<file path="src/design/cri_pkg.sv">
// ----------------------------------------------------------------------------
// cri_pkg
// Shared constants, codes and control types of the waypoint interpolator.
// ----------------------------------------------------------------------------
package cri_pkg;

  localparam int MAX_WP    = 64;
  localparam int FRAC_BITS = 16;
  localparam int AW        = $clog2(MAX_WP);
  localparam int CNT_W     = $clog2(MAX_WP + 1);
  localparam int POS_W     = 32;
  localparam int LOOK_W    = 18;
  localparam int T_W       = 22;
  localparam int INT_W     = T_W - FRAC_BITS;
  localparam int PT_W      = POS_W + 1;
  localparam int WT_W      = FRAC_BITS + 7;
  localparam int PROD_W    = PT_W + WT_W;
  localparam int ACC_W     = PROD_W + 2;
  localparam int SH_W      = ACC_W - FRAC_BITS - 1;
  localparam int ENT_W     = 3 * POS_W + 3 * LOOK_W;

  typedef enum logic [1:0] {
    MODE_APPEND = 2'd0,
    MODE_CLEAR  = 2'd1,
    MODE_EVAL   = 2'd2,
    MODE_NONE   = 2'd3
  } mode_t;

  typedef enum logic [1:0] {
    STAT_OK    = 2'd0,
    STAT_FULL  = 2'd1,
    STAT_EMPTY = 2'd2,
    STAT_SAT   = 2'd3
  } status_t;

  typedef enum logic [3:0] {
    S_IDLE,
    S_DISP,
    S_EDGE_RD,
    S_EDGE_CAP,
    S_SQ,
    S_CU,
    S_WGT,
    S_RD,
    S_DRAIN1,
    S_DRAIN2,
    S_DONE
  } state_t;

  // read order of the segment's control points
  typedef enum logic [2:0] {
    RSEL_P1   = 3'd0,
    RSEL_P2   = 3'd1,
    RSEL_P0   = 3'd2,
    RSEL_P3   = 3'd3,
    RSEL_EDGE = 3'd4
  } rsel_t;

  typedef struct packed {
    logic  latch;
    logic  wr_go;
    logic  rd_en;
    rsel_t rd_sel;
    logic  sq_go;
    logic  cu_go;
    logic  wgt_go;
    logic  out_load;
  } cmd_t;

  typedef struct packed {
    mode_t mode;
    logic  empty;
    logic  at_end;
  } sts_t;

endpackage

</file>
<file path="src/design/cri_ctrl.sv">
// ----------------------------------------------------------------------------
// cri_ctrl
// Sequencer: dispatches each item and steps the datapath through it.
// ----------------------------------------------------------------------------
module cri_ctrl (
  input  logic          clk,
  input  logic          rst_n,
  input  logic          in_valid,
  output logic          in_ready,
  output logic          out_valid,
  input  logic          out_ready,
  input  cri_pkg::sts_t sts,
  output cri_pkg::cmd_t cmd
);

  cri_pkg::state_t state_r, state_nxt;
  logic [1:0]      k_r, k_nxt;
  logic            out_valid_r, out_valid_nxt;

  always_ff @(posedge clk) begin
    if (!rst_n) begin
      state_r     <= cri_pkg::S_IDLE;
      k_r         <= '0;
      out_valid_r <= 1'b0;
    end else begin
      state_r     <= state_nxt;
      k_r         <= k_nxt;
      out_valid_r <= out_valid_nxt;
    end
  end

  always_comb begin
    state_nxt     = state_r;
    k_nxt         = k_r;
    out_valid_nxt = out_valid_r & ~out_ready;
    cmd           = '0;
    cmd.rd_sel    = cri_pkg::RSEL_P1;
    in_ready      = 1'b0;
    case (state_r)
      cri_pkg::S_IDLE: begin
        in_ready = 1'b1;
        if (in_valid) begin
          cmd.latch = 1'b1;
          state_nxt = cri_pkg::S_DISP;
        end
      end
      cri_pkg::S_DISP: begin
        if (sts.mode != cri_pkg::MODE_EVAL) begin
          cmd.wr_go = 1'b1;
          state_nxt = cri_pkg::S_DONE;
        end else if (sts.empty) begin
          state_nxt = cri_pkg::S_DONE;
        end else if (sts.at_end) begin
          state_nxt = cri_pkg::S_EDGE_RD;
        end else begin
          state_nxt = cri_pkg::S_SQ;
        end
      end
      cri_pkg::S_EDGE_RD: begin
        cmd.rd_en  = 1'b1;
        cmd.rd_sel = cri_pkg::RSEL_EDGE;
        state_nxt  = cri_pkg::S_EDGE_CAP;
      end
      cri_pkg::S_EDGE_CAP: begin
        state_nxt = cri_pkg::S_DONE;
      end
      cri_pkg::S_SQ: begin
        cmd.sq_go = 1'b1;
        state_nxt = cri_pkg::S_CU;
      end
      cri_pkg::S_CU: begin
        cmd.cu_go = 1'b1;
        state_nxt = cri_pkg::S_WGT;
      end
      cri_pkg::S_WGT: begin
        cmd.wgt_go = 1'b1;
        k_nxt      = '0;
        state_nxt  = cri_pkg::S_RD;
      end
      cri_pkg::S_RD: begin
        cmd.rd_en  = 1'b1;
        cmd.rd_sel = cri_pkg::rsel_t'({1'b0, k_r});
        k_nxt      = k_r + 2'd1;
        if (k_r == 2'd3) begin
          state_nxt = cri_pkg::S_DRAIN1;
        end
      end
      cri_pkg::S_DRAIN1: begin
        state_nxt = cri_pkg::S_DRAIN2;
      end
      cri_pkg::S_DRAIN2: begin
        state_nxt = cri_pkg::S_DONE;
      end
      cri_pkg::S_DONE: begin
        if (!out_valid_r || out_ready) begin
          cmd.out_load  = 1'b1;
          out_valid_nxt = 1'b1;
          state_nxt     = cri_pkg::S_IDLE;
        end
      end
      default: begin
        state_nxt = cri_pkg::S_IDLE;
      end
    endcase
  end

  assign out_valid = out_valid_r;

endmodule

</file>
<file path="config.mk">
export PLATFORM = sky130hd
export DESIGN_NAME = cri_ctrl
export DESIGN_NICKNAME = d
export VERILOG_FILES = /design/src/design/cri_pkg.sv /design/src/design/cri_ctrl.sv
export SDC_FILE = /design/constraint.sdc
export NUM_CORES = 1
export LEC_CHECK = 0
export BUFFER_PORTS_ARGS = -buffer_cell sky130_fd_sc_hd__buf_4
export CAP_MARGIN = 20
export CORE_AREA = 4 4 41 43
export CTS_CLUSTER_DIAMETER = 200
export DETAILED_ROUTE_END_ITERATION = 8
export DIE_AREA = 0 0 45 47
export HOLD_SLACK_MARGIN = 0.05
export PLACE_DENSITY_LB_ADDON = 0.05
export SLEW_MARGIN = 10
export SYNTH_ARGS = -nofsm -noshare
export SYNTH_HDL_FRONTEND = slang
export SYNTH_SLANG_ARGS = --single-unit
</file>
<file path="constraint.sdc">
create_clock -name clk -period 1.8 [get_ports clk]
set_input_delay 0.45 -clock clk [delete_from_list [all_inputs] [get_ports clk]]
set_output_delay 0.45 -clock clk [all_outputs]
set_load 0.01 [all_outputs]
</file>
# Yosys cells after proc, flatten, opt, wreduce, memory -nomap -nowiden
# Index checks and enable logic that the tools add are counted.
dict set report totals {
  regBits 7
  inputBits 8
  output_inout_bits 12
}
dict set report classes {
  addsub 1
  eq_ne 15
  mux 21
  bitwise_logic 2
  reduce_logical 6
}
# op n
set op_table {}
lappend op_table {{$pmux W4 S10} 1}
lappend op_table {{$mux W4} 5}
lappend op_table {{$eq A4 B3 Y1 const B} 4}
lappend op_table {{$eq A4 B4 Y1 const B} 3}
lappend op_table {{$mux W1} 12}
lappend op_table {{$eq A4 B2 Y1 const B} 2}
lappend op_table {{$ne A2 B2 Y1 const B} 4}
lappend op_table {{$pmux W4 S2} 1}
lappend op_table {{$eq A4 B1 Y1 const B} 1}
lappend op_table {{$logic_not A4 Y1} 1}
lappend op_table {{$pmux W2 S2} 1}
lappend op_table {{$mux W3} 1}
lappend op_table {{$reduce_and A3 Y1} 1}
lappend op_table {{$add A2 B1 Y2 const B} 1}
lappend op_table {{$eq A2 B2 Y1 const B} 1}
lappend op_table {{$reduce_bool A2 Y1} 1}
lappend op_table {{$reduce_or A2 Y1} 1}
lappend op_table {{$and A1 B1 Y1} 1}
lappend op_table {{$logic_not A1 Y1} 1}
lappend op_table {{$logic_or A1 B1 Y1} 1}
lappend op_table {{$not A1 Y1} 1}

# Depth between registers and ports, before layout
# Gate-level depths: netlist of the first run.
dict set report depth {
  depth_word 4
  ltp_mapped 6
  depth_no_buf 5
}

# Worst setup path after synthesis of the first run
# Ideal clock, no wire load.
dict set report synth_path {
  path_kind {register to output}
  start {register state_r[1]}
  end {output port cmd[9] (netlist bit)}
  arrival_time_ns 1.328
  t_required_ns 1.350
  slack_ns 0.022
  stages_incl_launch_ff 5
  n_path_buf 2
  path_cell_list {dfxtp_1 > clkbuf_1 > clkbuf_1 > nor4_1 > and2_1}
}
# item line_no
set synth_lines {}
lappend synth_lines {{start, declared} cri_ctrl.sv:16} ;# cri_pkg::state_t state_r, state_nxt;
lappend synth_lines {{start signal, assigned} cri_ctrl.sv:22} ;# state_r <= cri_pkg::S_IDLE;
lappend synth_lines {{start signal, assigned} cri_ctrl.sv:26} ;# state_r <= state_nxt;
lappend synth_lines {{end, declared} cri_ctrl.sv:13} ;# output cri_pkg::cmd_t cmd

==> results.md, run 1 <==
- The flow ran to the end, and the final reports show no timing, DRC or antenna violations.
- Net switching is 36.6% of the power.
- The internal power consumption is 432 µW.
- The number of detailed-routing iterations run before antenna repair is 4.
- In this run, the number of DRC markers left after iteration 0 of detailed routing was 15.
- The type of the worst setup path is reg -> out.
- The smallest clock period supported by the final layout is computed as 1.71 ns.
- The depth of the CTS H-tree is 1.
- The share of power burned in registers is 36.1%.
- For this design the top-level I/O count stands at 20.
- In the final layout, the share of cells above drive strength 1 is 37.4%.
- Dividing the detail-routed via count by the number of cells gives 5.25.
- The buffer cell driving the clock tree root is sky130_fd_sc_hd__clkbuf_4.
- The transition at the pin with the smallest max-transition slack is 0.410 ns.
- Counting the buffers created by CTS gives 3.
- The wire length of the first global-routing pass is 1950 µm.
- The mean routed wirelength per cell is 12.0 µm.
- The core box area is 1300 µm².
- The via count of the first global-routing pass is 481.
- The cell row count is 13.
- Counting every net in the synthesized netlist gives 80.
- The number of antenna violations at the first check in global routing is 0.
- Across every metal layer, demand over resource in global routing totals 12.5%.
- The endpoint kind of the worst setup timing path is an output pin.
- The largest total area in the synthesized netlist belongs to sky130_fd_sc_hd__dfxtp_1.
- At the end of the flow the core is filled with cells to 57.6%.
- The area occupied by registers is 149 µm².
- The floorplan step set the die height to 47 µm.
- Summed over all failing endpoints, the final setup total negative slack is 0 ns.
- The CTS tree is done.
- In this run, distinct cell masters in the synthesized netlist total 32.
- The total net switching power is 250 µW.
- The tightest min-delay check is of the in -> reg type.
- The average instance in the mapped netlist occupies 7.61 µm².
- Of the post-synthesis cell area, the dominant cell type holds 25.9%.
- The part of the power in combinational logic is 43.5%.
- The largest driver fanout on the critical path is 12.
- Once the floorplan was initialized, standard cells occupied 41.5% of the core.
- The clock edge transition at the registers on the reported setup and hold paths is 0.05 ns.
- The die is 45 µm wide.
- The worst-case clock buffer depth is 2.
- For this run the aggregate overflow at the end of global routing stands at 0.
- Across the routed clock network, the largest skew measured is 0.00685 ns.
- By area the synthesized netlist is led by sky130_fd_sc_hd__dfxtp_1 26%, sky130_fd_sc_hd__nor4b_1 4.9%, sky130_fd_sc_hd__o21ai_0 4.6%.
- Traced cell by cell, the critical path runs through buf_4 > nand2b_1 > nor2_1 > buf_4.
- The final antenna diode count is 0.
- From synthesis to final layout, the design area changed by 38.7%.
- Buffers placed on the I/O ports in this run total 19.
- STA classifies the critical path startpoint as a flip-flop.
- The max capacitance violation total is 0.
- The sequential share of the synthesized area is 25.9%.
- The die covers 2120 µm².
- The cell count after synthesis came out at 71.
- The cell seen most often among critical-path stages is sky130_fd_sc_hd__buf_4.
- The final number of max-transition violations is 0.
- Setup violations remaining at the end of the flow were counted as 0.
- Clock latency on the worst-skew pair, taken at its later pin, is 0.25 ns.
- The final worst-path cycle share is 95.0%.
- The critical path contains buffers and inverters numbering 2 combined.
- Setup repair after global routing left no endpoint under its margin.
- Total power for the finished layout comes to 681 µW.
- The achievable clock frequency is 585 MHz.
- The number of setup buffers added after CTS is 0.
- In this run the cell area of the synthesized design comes to 541 µm².
- Counting the fill cells in the layout gives 127.
- The count of vias placed by the detailed router is 556.
- The number of sinks on the clock net is 7.
- The layout net count is 101.
- The global placement routability congestion is 0.698.
- The post-detailed-routing wire length is 1280 µm.
- At the worst endpoint, the arrival time is 1.26 ns.
- On the worst path, the slowest cell contributes a delay of 0.42 ns.
- Once detail routing completed, the nets flagged for antenna violations numbered 0.
- The largest individual stage delay along the critical path comes from the cell sky130_fd_sc_hd__dfxtp_1.
- The leakage dissipation is 0.000317 µW.
- The DRC violation count after routing is 0.
- For this run, the number of Yosys warnings is 0.
- The detailed placement HPWL is 936 µm.
- The footprint of the multi-input gates is 379 µm².
- Broken down by cell family, the worst path's largest delay share belongs to flip-flops.
- The relative max-transition margin is 72.3%.
- Of the total power, the clock network draws 20.4%.
- For this design the ratio of total power to cell area is 909 nW/µm².
- The final hold violation count is 0.
- STA puts the critical path data required time at 1.35 ns.
- The maximum vdd ir drop is 0.516 mV.
- Entering global routing, the biggest net connects 18 pins.
- The number of synthesized register bits is 7.
[power by group through the flow]
stage,registers [µW],logic [µW],clock network (µW)
after floorplan,190,221,0
after global placement,237,289,0
after detailed placement,237,289,0
after CTS,236,291,146
after global routing,250,325,153
final,246,297,139
[registers in the layout (all words and copies together), names as in the netlist]
signal and cells:
state_r 4, k_r 2, out_valid 1
[kinds of logic (layout without fill, tap and decap cells)]
kind of cell,count (synthesis),count (layout),synth area share (%)
AOI/OAI and AO/OA,16,16,19.2
and+or+nand+nor,37,37,41.9
adders and majority gates,1,1,2.31
muxes,1,1,1.85
buffers and inverters,8,28,7.17
DFF,7,7,25.9
xor gates and xnor gates,1,1,1.62
[synthesized netlist by cell type, drive strengths merged]
cell type	count
a21boi	2
nand2b	3
a2bb2oi	1
o21ai	5
nor3b	2
a21oi	4
o211ai	1
inv	1
nor4b	3
and2	2
and3	2
clkbuf	5
nand3	2
or4	1
nor2b	3
mux2i	1
o21a	2
nand3b	1
ha	1
nand4b	1
nor3	3
o2111ai	1
nand2	6
dfxtp	7
nor4	2
and3b	1
nand4bb	1
xor2	1
nor2	4
buf	2
[worst register-to-register path, stage by stage, from the launching register on]
cell and delay, ns:
sky130_fd_sc_hd__dfxtp_4 0.40, sky130_fd_sc_hd__or4_4 0.54, sky130_fd_sc_hd__a21oi_2 0.16, sky130_fd_sc_hd__nor3_1 0.08
sky130_fd_sc_hd__o21a_1 0.17
[what timing repair did]
item                                    in CTS  in global routing
resized for setup                            2                  6
hold buffers                                 0                  0
endpoints found under the setup margin       5                  4
[path summary, 6_finish.rpt]
check | startpoint | endpoint | slack (ns) | cells after the start
max | state_r[3] | cmd[1] | 0.09 | 4
min | rst_n | state_r[0] | 0.48 | 2
max reg2reg | state_r[2] | state_r[3] | 0.35 | 4
min reg2reg | k_r[1] | k_r[1] | 0.49 | 2
[area by class of cell]
| cell class | count | share of cell area (%) |
|---|---|---|
| clock buffers | 4 | 3.51 |
| inverters | 1 | 0.501 |
| multi-input cells | 56 | 50.6 |
| flip-flops and latches | 7 | 19.9 |
| well taps | 15 | 2.50 |
| repair buffers | 23 | 23.0 |
[routing by layer]
layer	share of wire (%)	vias up	GRT usage [%]
met3	6.9	2	2.30
li1	-	297	-
met5	0	-	0
met1	52	238	16.4
met2	40	19	19.2
met4	1.1	0	7.02
[placed cells by master (no fill, tap or decap), drive strengths merged, types with 3 or more instances in the layout]
| cell | count |
|---|---|
| a21oi | 4 |
| buf | 23 |
| clkbuf | 4 |
| dfxtp | 7 |
| nand2 | 6 |
| nand2b | 3 |
| nor2 | 4 |
| nor2b | 3 |
| nor3 | 3 |
| nor4b | 3 |
| o21ai | 5 |
[per-stage QoR]
stage / std cells / area (µm²) / setup WS (ns) / hold slack, ns
finish: 106 / 749 / 0.0904 / 0.481
global route: 106 / 749 / 0.0247 / 0.475
CTS: 106 / 726 / 0.0110 / 0.474
detailed placement: 102 / 697 / 0.176 / 0.479
global placement: 102 / 697 / 0.172 / 0.471
floorplan: 71 / 541 / 0.0220 / 0.453
(Power assumes the default switching activity.)
==> run 2, diff against run 1 <==
--- a/config.mk
+++ b/config.mk
@@ -5,6 +5,8 @@
 export SDC_FILE = /design/constraint.sdc
 export NUM_CORES = 1
 export LEC_CHECK = 0
+export ABC_AREA = 1
+export ABC_CLOCK_PERIOD_IN_PS = 1800
 export BUFFER_PORTS_ARGS = -buffer_cell sky130_fd_sc_hd__buf_4
 export CAP_MARGIN = 20
 export CORE_AREA = 4 4 41 43
==> run 2 against run 1 <==
Effect of this change: power grew 24%; sequential cell count is the same; utilization shrank 2.1 points; critical path depth grew 1; synthesized cell count grew 25%; global-route usage grew 2.1 points; hold slack lost 0.028 ns; non-clock buffer count shrank 4; count of clock-buffer cells in the layout is the same; register-to-register slack gained 0.32 ns; critical endpoint is now cmd[5]; largest cell class unchanged; largest power group unchanged; highest routed layer unchanged.
==> results.md, run 2 <==
- The horizontal die dimension is 45 µm (unchanged).
- The post-synthesis net count is 98 (was 80).
- The number of buffers inserted to repair setup after CTS is 0 (unchanged).
- The mean routed wirelength per cell is 10.5 µm (was 12.0 µm).
- RSZ-0062 raised after global routing: false (unchanged).
- Result of the run: complete, no violations (unchanged).
- The layout overhead on the synthesized area came to 34.2% (was 38.7%).
- The insertion delay of the later-clocked pin in the worst-skew pair came to 0.25 ns (about the same).
- The cell row count came to 13 (unchanged).
- The instance area at placement is 688 µm² (was 697 µm²).
- The worst hold-check slack is 0.453 ns (was 0.481 ns).
- The post-layout instance area was 722 µm² (was 749 µm²).
- The largest driver fanout on the critical path is 6 (was 12).
- The CTS tree is done (unchanged).
- The worst path arrival time is 1.22 ns (was 1.26 ns).
- The achievable clock frequency is 600 MHz (was 585 MHz).
- The violation count after the first detailed-routing iteration is 16 (was 15).
- The busiest metal layer after global routing was met2 (unchanged).
- The share of synthesized registers carrying an async set or reset is 0% (unchanged).
- The cell area power density is 1170 nW/µm² (was 909 nW/µm²).
- The maximum vdd ir drop was 0.778 mV (was 0.516 mV).
- The footprint of the multi-input gates was 315 µm² (was 379 µm²).
- The buffer cell driving the clock tree root is sky130_fd_sc_hd__clkbuf_4 (unchanged).
- The area occupied by registers is 148 µm² (was 149 µm²).
- The library cell with the highest instance count after synthesis is sky130_fd_sc_hd__nand2_1 (was sky130_fd_sc_hd__dfxtp_1).
- The number of sinks on the clock net was 7 (unchanged).
- The sequential share of the synthesized area came to 26.0% (was 25.9%).
- The global placement routability congestion was 0.844 (was 0.698).
- The initial core utilization is 41.3% (was 41.5%).
- The fraction of post-synthesis cell area in the top cell type by area was 26.0% (was 25.9%).
- The final cell count without fillers was 126 (was 106).
- The unique cell type count in the Yosys netlist is 17 (was 32).
- Commonest non-fill, non-tap cells in the layout: 19 x sky130_fd_sc_hd__nand2_1, 19 x sky130_fd_sc_hd__buf_4, 17 x sky130_fd_sc_hd__nor2_1, 15 x sky130_fd_sc_hd__inv_1 (was 23 x sky130_fd_sc_hd__buf_4, 6 x sky130_fd_sc_hd__nand2_1, 5 x sky130_fd_sc_hd__o21ai_0, 4 x sky130_fd_sc_hd__nor2_1, 4 x sky130_fd_sc_hd__dfxtp_1).
- The nature of the critical path startpoint is a flip-flop (unchanged).
- The final number of max-transition violations is 0 (unchanged).
- The transition at the pin with the smallest max-transition slack is 0.215 ns (was 0.410 ns).
- The instance count of the mapped netlist came to 89 (was 71).
- The worst setup skew after layout is 0.00494 ns (was 0.00685 ns).
- The overall die area is 2120 µm² (unchanged).
- The number of setup violations in the final report is 0 (unchanged).
- The number of detailed-routing iterations run before antenna repair is 5 (was 4).
- The leakage dissipation was 0.000384 µW (was 0.000317 µW).
- The area of the mapped netlist is 538 µm² (was 541 µm²).
- The synthesis warning total is 0 (unchanged).
- The top-level I/O count is 20 (unchanged).
- The largest register by flop count is state_r (unchanged).
- The worst-case setup margin in the final layout is 0.134 ns (was 0.0904 ns).
- The via count of the first global-routing pass is 517 (was 481).
- The relative max-transition margin came to 85.6% (was 72.3%).
- The number of vias per cell after detailed routing was 4.69 (was 5.25).
- The detailed placement HPWL is 1050 µm (was 936 µm).
- The mean instance size in the synthesized netlist is 6.05 µm² (was 7.61 µm²).
- The count of vias placed by the detailed router is 591 (was 556).
- The depth of the CTS H-tree is 1 (unchanged).
- The die extent in y was 47 µm (unchanged).
- The total congestion overflow after global routing is 0 (unchanged).
- The final sum of negative setup slack came to 0 ns (unchanged).
- The clock edge transition at the registers on the reported setup and hold paths is 0.06 ns (was 0.05 ns).
- The number of port buffers is 19 (unchanged).
- The worst-case clock buffer depth was 2 (unchanged).
- The wire length of the first global-routing pass is 2190 µm (was 1950 µm).
- The maximum number of pins on one net before global-route repair is 10 (was 18).
- The max capacitance violation total is 0 (unchanged).
- The global routing usage on met3 is 3.45% (was 2.30%).
- The share of post-route cells with drive strength above 1 was 35.1% (was 37.4%).
- The number of placed cells counting well taps is 122 (was 102).
- The number of flip-flops under the largest register name was 4 (unchanged).
- The number of synthesized register bits is 7 (unchanged).
- The dominant register cell in the synthesized netlist was sky130_fd_sc_hd__dfxtp_1 (unchanged).
- The final worst-path cycle share was 92.5% (was 95.0%).
- Ranking of synthesized cells by instance count: 19 x sky130_fd_sc_hd__nand2_1, 17 x sky130_fd_sc_hd__nor2_1, 15 x sky130_fd_sc_hd__inv_1, 7 x sky130_fd_sc_hd__dfxtp_1 (was 7 x sky130_fd_sc_hd__dfxtp_1, 6 x sky130_fd_sc_hd__nand2_1, 5 x sky130_fd_sc_hd__clkbuf_1, 5 x sky130_fd_sc_hd__o21ai_0, 4 x sky130_fd_sc_hd__nor2_1).
- Largest cells by area after synthesis: sky130_fd_sc_hd__dfxtp_1 26%, sky130_fd_sc_hd__nand2_1 13%, sky130_fd_sc_hd__nor2_1 12% (was sky130_fd_sc_hd__dfxtp_1 26%, sky130_fd_sc_hd__nor4b_1 4.9%, sky130_fd_sc_hd__o21ai_0 4.6%).
- The pre-CTS worst setup slack is 0.268 ns (was 0.176 ns).
- The residual antenna-violating net count after detailed routing was 0 (unchanged).
- The final hold violation count is 0 (unchanged).
- The final critical delay including setup and external delays was 1.67 ns (was 1.71 ns).
- The final antenna diode count is 0 (unchanged).
- The DRC violation count after routing came to 0 (unchanged).
- The type of the worst setup path is reg -> out (unchanged).
- The core box area was 1300 µm² (unchanged).
- The number of antenna violations at the first check in global routing is 0 (unchanged).
- The required arrival time at the worst endpoint is 1.35 ns (about the same).
- The global-route track usage on met2 is 22.6% (was 19.2%).
- The post-detailed-routing wire length is 1320 µm (was 1280 µm).
- The cell taking the most area after synthesis is sky130_fd_sc_hd__dfxtp_1 (unchanged).
- The global router's overall resource usage came to 14.6% (was 12.5%).
- The endpoint kind of the worst setup timing path is an output pin (unchanged).
- The filler cell count was 147 (was 127).
- The layout net count came to 121 (was 101).
- The number of buffers inserted during clock tree synthesis is 3 (unchanged).
- The number of synthesized flops with an enable pin is 0 (unchanged).
- The met1 track utilization from global routing came to 18.3% (was 16.4%).
- The type of the worst min-delay path is in -> reg (unchanged).
-- run 2: cell types whose count changed in the layout (fill, tap and decap cells not counted), sizes merged, moves of 4 or more --
cell   change
inv       +18
nand2     +13
nand3      +6
nor2      +18
buf        -4
-- run 2: path summary, 6_finish.rpt --
path	startpoint	end	slack, ns	depth (start not counted)
worst max register to register	state_r[2]	state_r[0]	0.67	7
worst min-delay path	rst_n	state_r[0]	0.45	3
worst max-delay path	state_r[2]	cmd[5]	0.13	5
worst min register to register	k_r[1]	k_r[1]	0.49	2
-- run 2: power breakdown --
part / switching [µW] / leakage [µW] / internal, µW
sequential: 57.4 / 0.0000588 / 196
combinational: 263 / 0.000310 / 186
clock: 61.2 / 0.0000150 / 84.8
-- run 2: layer usage --
| metal | wire length, µm | share of wire (%) |
|---|---|---|
| met5 | 0 | 0 |
| met4 | 26 | 2.0 |
| met3 | 92 | 7.0 |
| met2 | 630 | 48 |
| met1 | 570 | 43 |
-- run 2: stage by stage --
step / total power (µW) / utilization [%]
after floorplan: 554 / -
after global placement: 698 / 52.9
after detailed placement: 694 / 52.9
after CTS: 844 / 55.0
after global routing: 927 / 55.5
final: 847 / 55.5
-- run 2: worst max-delay path, cell delays in order (launching register included) --
cell and delay, ns:
sky130_fd_sc_hd__dfxtp_2 0.37, sky130_fd_sc_hd__inv_2 0.06, sky130_fd_sc_hd__nor2_4 0.16, sky130_fd_sc_hd__nand2_1 0.13, sky130_fd_sc_hd__nor2_1 0.12, sky130_fd_sc_hd__buf_4 0.13
-- run 2: area by class of cell --
| class | count | share of cell area [%] |
|---|---|---|
| clock buffers | 4 | 3.64 |
| multi-input cells | 62 | 43.7 |
| flip-flops and latches | 7 | 20.5 |
| inverters | 19 | 9.88 |
| repair buffers | 19 | 19.8 |
| well taps | 15 | 2.60 |
-- run 2: cells by family after synthesis --
kind of cell	count (synthesis)	share of synthesized area, %
fa+ha+maj	1	2.33
simple gates	50	44.9
compound gates	11	11.4
flops	7	26.0
buf+inv	20	15.3
-- run 2: timing repair --
item,4_1_cts,5_1_grt
hold buffers,0,0
gates resized for setup,1,4
setup endpoints to repair,1,4
endpoints found under the hold margin,0,0
